File: src/hw/rtl/rtg_pkg.sv
// rtg_pkg: shared widths, types and helpers for the pinhole camera ray generator.
// No dependencies; imported by every module of the block.
package rtg_pkg;

    localparam int MAX_DIM   = 4096;
    localparam int FRAC_BITS = 17;

    localparam int PIX_W     = 12;
    localparam int DIM_W     = 13;
    localparam int VEC_W     = 21;
    localparam int DIR_W     = 18;
    localparam int CFG_W     = 63;
    localparam int CFG_IDX_W = 3;
    localparam int IN_W      = 24;
    localparam int OUT_W     = 120;

    localparam int PROD_W    = VEC_W + DIR_W + 1;
    localparam int TERM_W    = PROD_W - FRAC_BITS;
    localparam int DIFF_W    = 24;
    localparam int MAG_W     = 23;
    localparam int K_W       = 5;
    localparam int SQR_W     = 2 * MAG_W;
    localparam int DIR_SHIFT = 24;
    localparam int DIR_ONE   = 65536;

    // pipelined restoring divider
    localparam int DIV_N_W   = MAG_W + DIR_SHIFT;
    localparam int DIV_D_W   = 31;
    localparam int DIV_Q_W   = 18;
    localparam int DIV_C_W   = DIV_D_W + DIV_Q_W - 1;

    // pipelined integer square root
    localparam int SQ_N_W    = SQR_W + 16;
    localparam int SQ_R_W    = SQ_N_W / 2;

    // side data held alongside the root
    localparam int SIDE_LEN  = SQ_R_W + 3;

    // stage count from accept to output register
    localparam int LAT       = 1 + DIV_Q_W + 8 + SQ_R_W + 1 + DIV_Q_W + 1;

    typedef enum logic [CFG_IDX_W-1:0] {
        REG_POSITION = 3'd0,
        REG_CORNER   = 3'd1,
        REG_SPAN_H   = 3'd2,
        REG_SPAN_V   = 3'd3,
        REG_WIDTH    = 3'd4,
        REG_HEIGHT   = 3'd5
    } cfg_reg_t;

    typedef struct packed {
        logic [2:0][MAG_W-1:0] mag;
        logic [2:0]            neg;
        logic                  zero;
    } side_t;

    typedef struct packed {
        logic [2:0] neg;
        logic       zero;
    } flag_t;

    // image size minus one, after clamping the size to [2, MAX_DIM]
    function automatic logic [PIX_W-1:0] dim_m1(input logic [DIM_W-1:0] d);
        logic [PIX_W-1:0] r;
        if (d < DIM_W'(2))
        begin
            r = PIX_W'(1);
        end
        else if (d > DIM_W'(MAX_DIM))
        begin
            r = PIX_W'(MAX_DIM - 1);
        end
        else
        begin
            r = PIX_W'(d - DIM_W'(1));
        end
        return r;
    endfunction

endpackage

File: src/hw/rtl/rtg_sqrt.sv
// rtg_sqrt: pipelined integer square root, one result bit per register stage.
// Depends on rtg_pkg.
module rtg_sqrt (
    input  logic                        clk,
    input  logic                        en,
    input  logic [rtg_pkg::SQ_N_W-1:0]  radicand,
    output logic [rtg_pkg::SQ_R_W-1:0]  root
);
    import rtg_pkg::*;

    logic [SQ_N_W-1:0] rem_in [0:SQ_R_W];
    logic [SQ_N_W-1:0] res_in [0:SQ_R_W];

    assign rem_in[0] = radicand;
    assign res_in[0] = '0;

    for (genvar j = 0; j < SQ_R_W; j++)
    begin : g_stage
        localparam int P = 2 * (SQ_R_W - 1 - j);
        logic [SQ_N_W:0]   trial;
        logic [SQ_N_W-1:0] rem_reg, rem_next;
        logic [SQ_N_W-1:0] res_reg, res_next;

        always_comb
        begin
            trial = (SQ_N_W + 1)'(res_in[j]) + ((SQ_N_W + 1)'(1) << P);
            if ((SQ_N_W + 1)'(rem_in[j]) >= trial)
            begin
                rem_next = SQ_N_W'((SQ_N_W + 1)'(rem_in[j]) - trial);
                res_next = (res_in[j] >> 1) + (SQ_N_W'(1) << P);
            end
            else
            begin
                rem_next = rem_in[j];
                res_next = res_in[j] >> 1;
            end
        end

        always_ff @(posedge clk)
        begin
            if (en)
            begin
                rem_reg <= rem_next;
                res_reg <= res_next;
            end
        end

        assign rem_in[j+1] = rem_reg;
        assign res_in[j+1] = res_reg;
    end

    assign root = res_in[SQ_R_W][SQ_R_W-1:0];

endmodule

File: config.mk
export PLATFORM = sky130hd
export DESIGN_NAME = rtg_sqrt
export DESIGN_NICKNAME = d
export VERILOG_FILES = /design/src/hw/rtl/rtg_pkg.sv /design/src/hw/rtl/rtg_sqrt.sv
export SDC_FILE = /design/constraint.sdc
export NUM_CORES = 2
export LEC_CHECK = 0
export BUFFER_PORTS_ARGS = -buffer_cell sky130_fd_sc_hd__buf_2
export CORE_MARGIN = 3
export CORE_UTILIZATION = 30
export DETAILED_ROUTE_END_ITERATION = 12
export GPL_TIMING_DRIVEN = 0
export PLACE_DENSITY_LB_ADDON = 0.15
export SETUP_SLACK_MARGIN = 0.05
export SYNTH_ARGS = -nofsm -noshare
export SYNTH_HDL_FRONTEND = slang
export SYNTH_SLANG_ARGS = --single-unit
File: constraint.sdc
create_clock -name clk -period 4.7 [get_ports clk]
set_input_delay 1.175 -clock clk [delete_from_list [all_inputs] [get_ports clk]]
set_output_delay 1.175 -clock clk [all_outputs]
set_load 0.05 [all_outputs]
==> results.cfg <==
[run_status]
outcome = finished, final reports clean

[sta]
tightest_slew_ns = 1.31
clock-skew-final_ns = 0.0764
clock.fmax_mhz = 222
hold_viol = 0
final.period_utilization_pct = 96.0
setup_violations = 0
finalSetupTns_ns = 0
fin_crit_ns = 4.51
fin_ws_ns = 0.190
relSlewSlack_pct = 11.7
rsz0062_at_grt = yes
drv_slew = 0

[final_layout]
nets = 10100
drive_gt1_share_pct = 7.30
area_delta_synth_final_pct = 14.2
utilization_pct = 34.5
largest_reg_flops = 1860
final_cell_area_mm2 = 0.130

[run]
maxCapViolations = 0

[power_and_ir_drop]
cellLeakagePower_nw = 47.9
p_seq_share_pct = 45.8
power_mw = 63.0
combPwrFrac_pct = 20.9
p_int_mw = 44.0
clockPowerShare_pct = 33.3
ir_drop_v = 0.000293
p_sw_mw = 18.9
pwr_density_cell_mw_per_mm2 = 485
swShare_pct = 30.1

[worst_hold_path]
worstHoldPathType = flop to flop

[synth]
ys_seq_elements = 2356
syn_nets = 9669
ys_top_cells_by_count = edfxtp_1, inv_1, nand2_1, nor2_1, ha_1
ys.flop_type = edfxtp_1
seq_area_frac_synth_pct = 62.2
synth_cell_types = 101
synth.top_cell.area_share_pct = 62.2
synth_edf_count = 2356
synthCells = 9080
ys_top_cells_by_area = edfxtp_1, ha_1, xnor2_1
synth_area_per_cell_um2 = 12.5
yosysWarnings = 0
postSynth.asyncResetShare_pct = 0
yosysTopAreaCell = edfxtp_1
syn_area_mm2 = 0.114
synth.most_common_cell = edfxtp_1

[route]
wl_per_cell_um = 21.0
dr.first_iter.drc_count = 5749
avgViaCountPerCell = 4.98
routed_wl_mm = 309
dr.pass1.iters = 6
dr_total_vias = 73100
drc = 0
ant_nets = 0

[die]
dieWidth_um = 622
die-area_mm2 = 0.386
die_h_um = 622
start_util_pct = 30.2
ioPinCount = 95
core.rowCount = 225
coreArea_mm2 = 0.376

[setup_path]
slowest_stage = a311oi_1
worstPathCellList = ha_1 > o21a_1 > a2bb2oi_1 > a311oi_1 > o31ai_1 > a31o_2 > a21oi_2 > clkbuf_2 > inv_1 > o211ai_1 > xnor2_1
cp-end-kind = flop
cp.arrival_ns = 5.08
critPathMaxStageDelay_ns = 0.60
critPathKind = flop to flop
cp_max_fo = 10
start_kind = flop
r2r_slack_ns = 0.19
cp.required_ns = 5.27

[grt]
grt_max_degree = 183
grt_pass1_vias = 72800
grt_usage_pct = 15.5
grt_overflow = 0
antenna_found_initial = 19
grt_pass1_wl_mm = 464

[clock_network]
cts_tree = done
cts-root-buf = clkbuf_16
cts_buffers = 280
clockBufferDepth = 4
ctsHtreeMaxLevel = 5
cts.sinks = 2356
clk_latency_ns = 0.91
hold_buffers = 0
path_clk_slew_ns = 0.06

[place]
io_buffers = 94
dp_slack_ns = -0.517
routabilityCongestion = 0.882
dpl.hpwl_mm = 236
placed_area_mm2 = 0.121
## worst max-delay path, delay by kind of cell (launching register included)
kind / cells / cell delay [ns]
buffers and inverters: 2 / 0.81
flip-flops: 1 / 0.42
XOR/XNOR: 1 / 0.14
AO/OA/AOI/OAI: 7 / 2.43
adder cells (fa/ha/maj): 1 / 0.38
## power by group through the flow
stage / registers, mW / logic [mW] / clock network (mW)
2_1_floorplan: 28.2 / 9.31 / 0
3_3_place_gp: 30.9 / 12.9 / 0
3_5_place_dp: 29.3 / 13.0 / 0
4_1_cts: 28.9 / 13.1 / 21.8
5_1_grt: 29.1 / 14.6 / 22.6
6_report: 28.8 / 13.2 / 21.0
## final timing paths
kind,cells after the start,from,endpoint
max,11,g_stage[26].rem_reg[9],g_stage[27].rem_reg[59]
min,0,g_stage[28].res_reg[17],g_stage[29].res_reg[16]
max reg2reg,11,g_stage[26].rem_reg[9],g_stage[27].rem_reg[59]
min reg2reg,0,g_stage[28].res_reg[17],g_stage[29].res_reg[16]
## cell families (layout without fill, tap and decap cells)
group | count (synthesis) | in the layout | synth area share, %
other | 0 | 3 | 0
adders and majority gates | 525 | 525 | 5.78
AOI/OAI and AO/OA | 1757 | 1757 | 9.69
muxes | 89 | 89 | 0.867
xor gates and xnor gates | 805 | 805 | 6.20
and+or+nand+nor | 2676 | 2676 | 12.3
buffers and inverters | 872 | 1486 | 2.90
DFF | 2356 | 2356 | 62.2
## cells in the final DEF, fill, tap and decap left out, drive strengths merged, types with 146 or more instances in the layout
cell type,synthesis,routed
nor2,550,550
nand4,160,160
nor4,364,364
nand2,569,569
a21o,268,268
inv,653,670
o21ai,433,433
nor3,250,250
nand3,156,156
a21oi,524,524
xor2,397,397
edfxtp,2356,2356
ha,525,525
buf,31,146
xnor2,408,408
clkbuf,184,540
## metal layers
| layer | up-vias | global-route usage, % | routed length [um] | part of all wire (%) |
|---|---|---|---|---|
| li1 | 35000 | - | - | - |
| met1 | 36300 | 21.3 | 142000 | 46 |
| met2 | 1490 | 25.8 | 147000 | 48 |
| met3 | 387 | 2.06 | 13100 | 4.2 |
| met4 | 2 | 3.39 | 6380 | 2.1 |
| met5 | - | 0 | 13 | 0.0042 |
## repair_timing
item / in CTS / in global routing
endpoints found under the setup margin: 137 / 148
buffers inserted: 0 / 4
pin swaps: 0 / 2
resized for setup: 24 / 22
## through the flow
stage	hold WS (ns)	instances
floorplan	0.417	9080
global placement	0.434	14200
detailed placement	0.429	14200
CTS	0.351	14700
global route	0.373	14700
finish	0.433	14700
## cell type report
type	count	area [um2]
inverters	657	2470
well taps	4994	6250
clock buffers	355	7420
diodes	3	7.51
plain buffers	215	850
flip-flops and latches	2356	70700
fillers	37000	247000
multi-input cells	5852	39800
repair buffers	116	948
clock inverters	143	1370
Note: power is estimated with default switching activity, not from simulation.
