`config.mk`:
```
export PLATFORM = sky130hd
export DESIGN_NAME = rtg_div
export DESIGN_NICKNAME = d
export VERILOG_FILES = /design/src/hw/rtl/rtg_pkg.sv /design/src/hw/rtl/rtg_div.sv
export SDC_FILE = /design/constraint.sdc
export NUM_CORES = 2
export LEC_CHECK = 0
export BUFFER_PORTS_ARGS = -buffer_cell sky130_fd_sc_hd__buf_2
export CAP_MARGIN = 20
export CORE_MARGIN = 2
export CORE_UTILIZATION = 45
export DETAILED_ROUTE_END_ITERATION = 10
export MAX_ROUTING_LAYER = met4
export PLACE_DENSITY = 0.73
export SLEW_MARGIN = 20
export SYNTH_ARGS = -nofsm -noshare
export SYNTH_HDL_FRONTEND = slang
export SYNTH_SLANG_ARGS = --single-unit
```
`constraint.sdc`:
```
create_clock -name clk -period 3.46 [get_ports clk]
set_input_delay 0.692 -clock clk [delete_from_list [all_inputs] [get_ports clk]]
set_output_delay 0.692 -clock clk [all_outputs]
set_load 0.02 [all_outputs]
```
`src/hw/rtl/rtg_pkg.sv`:
```
// rtg_pkg: shared widths, types and helpers for the pinhole camera ray generator.
// No dependencies; imported by every module of the block.
package rtg_pkg;

    localparam int MAX_DIM   = 4096;
    localparam int FRAC_BITS = 17;

    localparam int PIX_W     = 12;
    localparam int DIM_W     = 13;
    localparam int VEC_W     = 21;
    localparam int DIR_W     = 18;
    localparam int CFG_W     = 63;
    localparam int CFG_IDX_W = 3;
    localparam int IN_W      = 24;
    localparam int OUT_W     = 120;

    localparam int PROD_W    = VEC_W + DIR_W + 1;
    localparam int TERM_W    = PROD_W - FRAC_BITS;
    localparam int DIFF_W    = 24;
    localparam int MAG_W     = 23;
    localparam int K_W       = 5;
    localparam int SQR_W     = 2 * MAG_W;
    localparam int DIR_SHIFT = 24;
    localparam int DIR_ONE   = 65536;

    // pipelined restoring divider
    localparam int DIV_N_W   = MAG_W + DIR_SHIFT;
    localparam int DIV_D_W   = 31;
    localparam int DIV_Q_W   = 18;
    localparam int DIV_C_W   = DIV_D_W + DIV_Q_W - 1;

    // pipelined integer square root
    localparam int SQ_N_W    = SQR_W + 16;
    localparam int SQ_R_W    = SQ_N_W / 2;

    // side data held alongside the root
    localparam int SIDE_LEN  = SQ_R_W + 3;

    // stage count from accept to output register
    localparam int LAT       = 1 + DIV_Q_W + 8 + SQ_R_W + 1 + DIV_Q_W + 1;

    typedef enum logic [CFG_IDX_W-1:0] {
        REG_POSITION = 3'd0,
        REG_CORNER   = 3'd1,
        REG_SPAN_H   = 3'd2,
        REG_SPAN_V   = 3'd3,
        REG_WIDTH    = 3'd4,
        REG_HEIGHT   = 3'd5
    } cfg_reg_t;

    typedef struct packed {
        logic [2:0][MAG_W-1:0] mag;
        logic [2:0]            neg;
        logic                  zero;
    } side_t;

    typedef struct packed {
        logic [2:0] neg;
        logic       zero;
    } flag_t;

    // image size minus one, after clamping the size to [2, MAX_DIM]
    function automatic logic [PIX_W-1:0] dim_m1(input logic [DIM_W-1:0] d);
        logic [PIX_W-1:0] r;
        if (d < DIM_W'(2))
        begin
            r = PIX_W'(1);
        end
        else if (d > DIM_W'(MAX_DIM))
        begin
            r = PIX_W'(MAX_DIM - 1);
        end
        else
        begin
            r = PIX_W'(d - DIM_W'(1));
        end
        return r;
    endfunction

endpackage

```
`src/hw/rtl/rtg_div.sv`:
```
// rtg_div: pipelined restoring divider, one quotient bit per register stage.
// Depends on rtg_pkg. Needs dividend < divisor * 2^DIV_Q_W.
module rtg_div (
    input  logic                         clk,
    input  logic                         en,
    input  logic [rtg_pkg::DIV_N_W-1:0]  dividend,
    input  logic [rtg_pkg::DIV_D_W-1:0]  divisor,
    output logic [rtg_pkg::DIV_Q_W-1:0]  quotient
);
    import rtg_pkg::*;

    logic [DIV_N_W-1:0] rem_in  [0:DIV_Q_W];
    logic [DIV_D_W-1:0] dvs_in  [0:DIV_Q_W];
    logic [DIV_Q_W-1:0] quo_in  [0:DIV_Q_W];

    assign rem_in[0] = dividend;
    assign dvs_in[0] = divisor;
    assign quo_in[0] = '0;

    for (genvar j = 0; j < DIV_Q_W; j++)
    begin : g_stage
        localparam int B = DIV_Q_W - 1 - j;
        logic [DIV_C_W-1:0] sh;
        logic [DIV_C_W-1:0] rx;
        logic [DIV_N_W-1:0] rem_reg, rem_next;
        logic [DIV_D_W-1:0] dvs_reg;
        logic [DIV_Q_W-1:0] quo_reg, quo_next;

        always_comb
        begin
            sh = DIV_C_W'(dvs_in[j]) << B;
            rx = DIV_C_W'(rem_in[j]);
            if (rx >= sh)
            begin
                rem_next = DIV_N_W'(rx - sh);
                quo_next = quo_in[j] | (DIV_Q_W'(1) << B);
            end
            else
            begin
                rem_next = rem_in[j];
                quo_next = quo_in[j];
            end
        end

        always_ff @(posedge clk)
        begin
            if (en)
            begin
                rem_reg <= rem_next;
                dvs_reg <= dvs_in[j];
                quo_reg <= quo_next;
            end
        end

        assign rem_in[j+1] = rem_reg;
        assign dvs_in[j+1] = dvs_reg;
        assign quo_in[j+1] = quo_reg;
    end

    assign quotient = quo_in[DIV_Q_W];

endmodule

```
==> results.tsv <==
metric	value	unit
failing checks	setup timing	
setup violators final	13	
antenna violations before repair	5	
largest net degree at the start of global routing	126	
Final Critical Period	3.53	ns
1st-pass router iterations	6	
clk slew on worst S/H paths	0.06	ns
Antenna Violating Nets Remaining	0	
CTS Root Cell	clkbuf_16	
Mapped Area	83800	sq um
CP Class	register to register	
syn nets	8263	
cell row count	158	
Vias	62900	
max FFs per register	799	
first-pass GRT wire length	342000	um
most frequent cells in the layout	edfxtp_1 (1497), buf_4 (864), inv_1 (703)	
GRT overflow	0	
Die Height	435	um
LEAKAGE	41.9	nW
Yosys reg bits	1497	
clock sinks	1497	
synthesized area per cell	11.0	sq um
Post-Route Skew	0.0494	ns
Worst Hold Class	input pin to register	
# IOs	98	
FILL cells	15400	
fmax	283	MHz
sequential fraction of the synthesis area	53.7	%
Post-DP Area	93500	sq um
All-Layer GR Usage	23.4	%
Chip Width	435	um
YS warnings	0	
Crit-path slowest cell	edfxtp_1	
Worst Slack Setup Final	-0.0726	ns
Worst Setup End Kind	register	
H-Tree Depth	4	
Critical Path Max Stage Delay	0.39	ns
die area	190000	sq um
Synth async-reset ratio	0	%
final worst-path cycle share	102	%
layout cells sized above 1	20.4	%
Max VDD drop	0.503	mV
drt wl/cell	20.1	um
clk buf depth	3	
Cell Chain, Critical Path	inv_1 > ha_2 > inv_2 > fa_2 > a21oi_4 > o211ai_1 > o211ai_1 > nand4_1 > a41o_1 > a21o_1 > a41o_4 > nor3b_4 > and4_1 > xor2_1	
CTS tree	built	
Detailed Route WL	226000	um
Layout Nets	9285	
DP HPWL	170000	um
Main synth FF type	edfxtp_1	
RSZ-0062 raised after global routing	yes	
Num CTS Buffers	163	
Yosys cell types	104	
cell area after layout	102000	sq um
multi-input gate area in the final layout	37700	sq um
actual slew at the worst max-slew pin	0.747	ns
Slew Limit Fails	0	
worst-path maximum fanout	5	
Data arrival, critical path	4.11	ns
number of global-route vias before repair	61300	
Hold Path Sink	g_stage[0].dvs_reg[2]$_DFFE_PP_	
worst r2r src	g_stage[13].rem_reg[3]$_DFFE_PP_	
worst skew pair latency	0.84	ns
CP Buf/Inv Count	2	
startpoint class of the critical path	register	
Starting DRT DRC Count	4905	
Vias/cell	5.59	
Worst path most repeated cell	o211ai_1	
Initial Util	45.2	%
Cells after Synth	7609	
Hold Fails Final Rpt	0	
global placer's final weighted congestion	0.979	
IO buf count	97	
sequential cell area	45000	sq um
Core ar.	185000	sq um
Crit path required time	4.04	ns
hold path depth	1	
relative slew slack	49.9	%
total power	0.0864	W
worst r2r dst	g_stage[14].rem_reg[46]$_DFFE_PP_	
Max Cap Viol	0	
Cell Pwr Density	843	nW/um^2
Area growth, synth to finish	22.3	%
Post-synth EDFFs	1497	
CP delay by family, top	compound AO/OA/AOI/OAI gates	
status	complete, but fails checks	
DRC Markers	0	
worst reg-to-reg setup slack	-0.07	ns
Worst R2R Path Depth	14	
Min-Delay Startpoint	divisor[2]	
most common cell after layout, fill and taps aside	edfxtp_1	
synthesized netlist by cell type (22+ instances only):
cell type | instances | share of area (%)
nand2_1 | 609 | 2.7
a31oi_1 | 66 | 0.49
a21o_1 | 302 | 2.7
o31ai_1 | 48 | 0.43
nor3_1 | 111 | 0.66
mux2_2 | 66 | 0.89
and2_1 | 29 | 0.22
o211ai_1 | 31 | 0.28
clkbuf_1 | 153 | 0.69
o21bai_1 | 74 | 0.66
o21ai_0 | 464 | 2.8
nor4b_1 | 22 | 0.23
ha_1 | 557 | 8.3
nor4_1 | 78 | 0.58
o21ai_1 | 43 | 0.26
o21a_1 | 70 | 0.63
xnor2_1 | 300 | 3.1
nor2b_1 | 70 | 0.52
nand2b_1 | 69 | 0.52
a21oi_1 | 666 | 4.0
xor2_1 | 255 | 2.7
or3_1 | 40 | 0.30
buf_2 | 26 | 0.16
edfxtp_1 | 1497 | 54
a211oi_1 | 49 | 0.44
nand3_1 | 134 | 0.80
and3_1 | 61 | 0.46
inv_1 | 716 | 3.2
nor2_1 | 476 | 2.1
nand4_1 | 103 | 0.77
routing by layer:
layer | up-vias | track usage (%) | wire, um | part of all wire [%]
met4 | 0 | 8.72 | 9500 | 4.2
li1 | 30100 | - | - | -
met1 | 30400 | 28.4 | 93200 | 41
met5 | - | - | 0 | 0
met3 | 513 | 2.79 | 10400 | 4.6
met2 | 1909 | 40.1 | 113000 | 50
worst register-to-register path, stage by stage, from the launching register on:
cell and delay, ns:
edfxtp_1 0.39, inv_1 0.08, ha_2 0.18, inv_2 0.04, fa_2 0.38, a21oi_4 0.20
o211ai_1 0.14, o211ai_1 0.26, nand4_1 0.28, a41o_1 0.36, a21o_1 0.19, a41o_4 0.26
nor3b_4 0.18, and4_1 0.22, xor2_1 0.14
final cells by class:
class	count	share of cell area, %
diodes	4	0.00977
clock buffers	188	4.07
clock inverters	103	1.16
inverters	722	2.65
multi-input cells	5192	36.8
flip-flops and latches	1497	43.9
well taps	2480	3.03
repair buffers	1055	8.44
timing repair:
| action | 4_1_cts | 5_1_grt |
|---|---|---|
| endpoints found under the setup margin | 342 | 417 |
| gates cloned | 3 | 16 |
| buffers inserted | 31 | 62 |
| resized for setup | 106 | 428 |
| pin swaps | 44 | 147 |
| hold buffers | 4 | 0 |
| endpoints found under the hold margin | 4 | 0 |
where the power goes:
| group | internal, W | switching [W] | total, W |
|---|---|---|---|
| Combinational | 0.0183 | 0.0215 | 0.0397 |
| Sequential | 0.0260 | 0.00331 | 0.0293 |
| Clock | 0.00989 | 0.00751 | 0.0174 |
| Total | 0.0541 | 0.0323 | 0.0864 |
cell families after synthesis:
logic type               count (synthesis)  synth area share (%)
flip-flops                            1497                  53.7
AND/OR/NAND/NOR                       1912                  11.0
adder cells (fa/ha/maj)                574                  8.73
multiplexers                            95                  1.26
XOR/XNOR                               555                  5.80
buffers and inverters                  920                  4.18
AO/OA/AOI/OAI                         2056                  15.4
through the flow:
step	std cells	hold slack (ns)	utilization [%]	setup TNS (ns)	setup WS, ns
2_1_floorplan	7609	0.400	-	0	0.000728
3_3_place_gp	10800	0.401	50.5	-36.09	-0.410
3_5_place_dp	10800	0.405	50.5	-50.69	-0.445
4_1_cts	11200	0.00160	53.8	-0.0504	-0.0297
5_1_grt	11200	0.0221	55.3	-5.22	-0.137
6_report	11200	0.0587	55.3	-0.252	-0.0726
worst max-delay path by stage:
stage,startpoint,endpoint,depth (start not counted)
3_3_place_gp,g_stage[6].rem_reg[11]$_DFFE_PP_,g_stage[7].rem_reg[28]$_DFFE_PP_,13
3_5_place_dp,g_stage[6].rem_reg[11]$_DFFE_PP_,g_stage[7].rem_reg[28]$_DFFE_PP_,13
5_1_grt,g_stage[9].rem_reg[7]$_DFFE_PP_,g_stage[10].rem_reg[41]$_DFFE_PP_,14
4_1_cts,g_stage[9].rem_reg[7]$_DFFE_PP_,g_stage[10].rem_reg[41]$_DFFE_PP_,14
6_report,g_stage[13].rem_reg[3]$_DFFE_PP_,g_stage[14].rem_reg[46]$_DFFE_PP_,14
2_1_floorplan,divisor[1],g_stage[0].rem_reg[21]$_DFFE_PP_,12
Note: power is estimated with default switching activity, not from simulation.
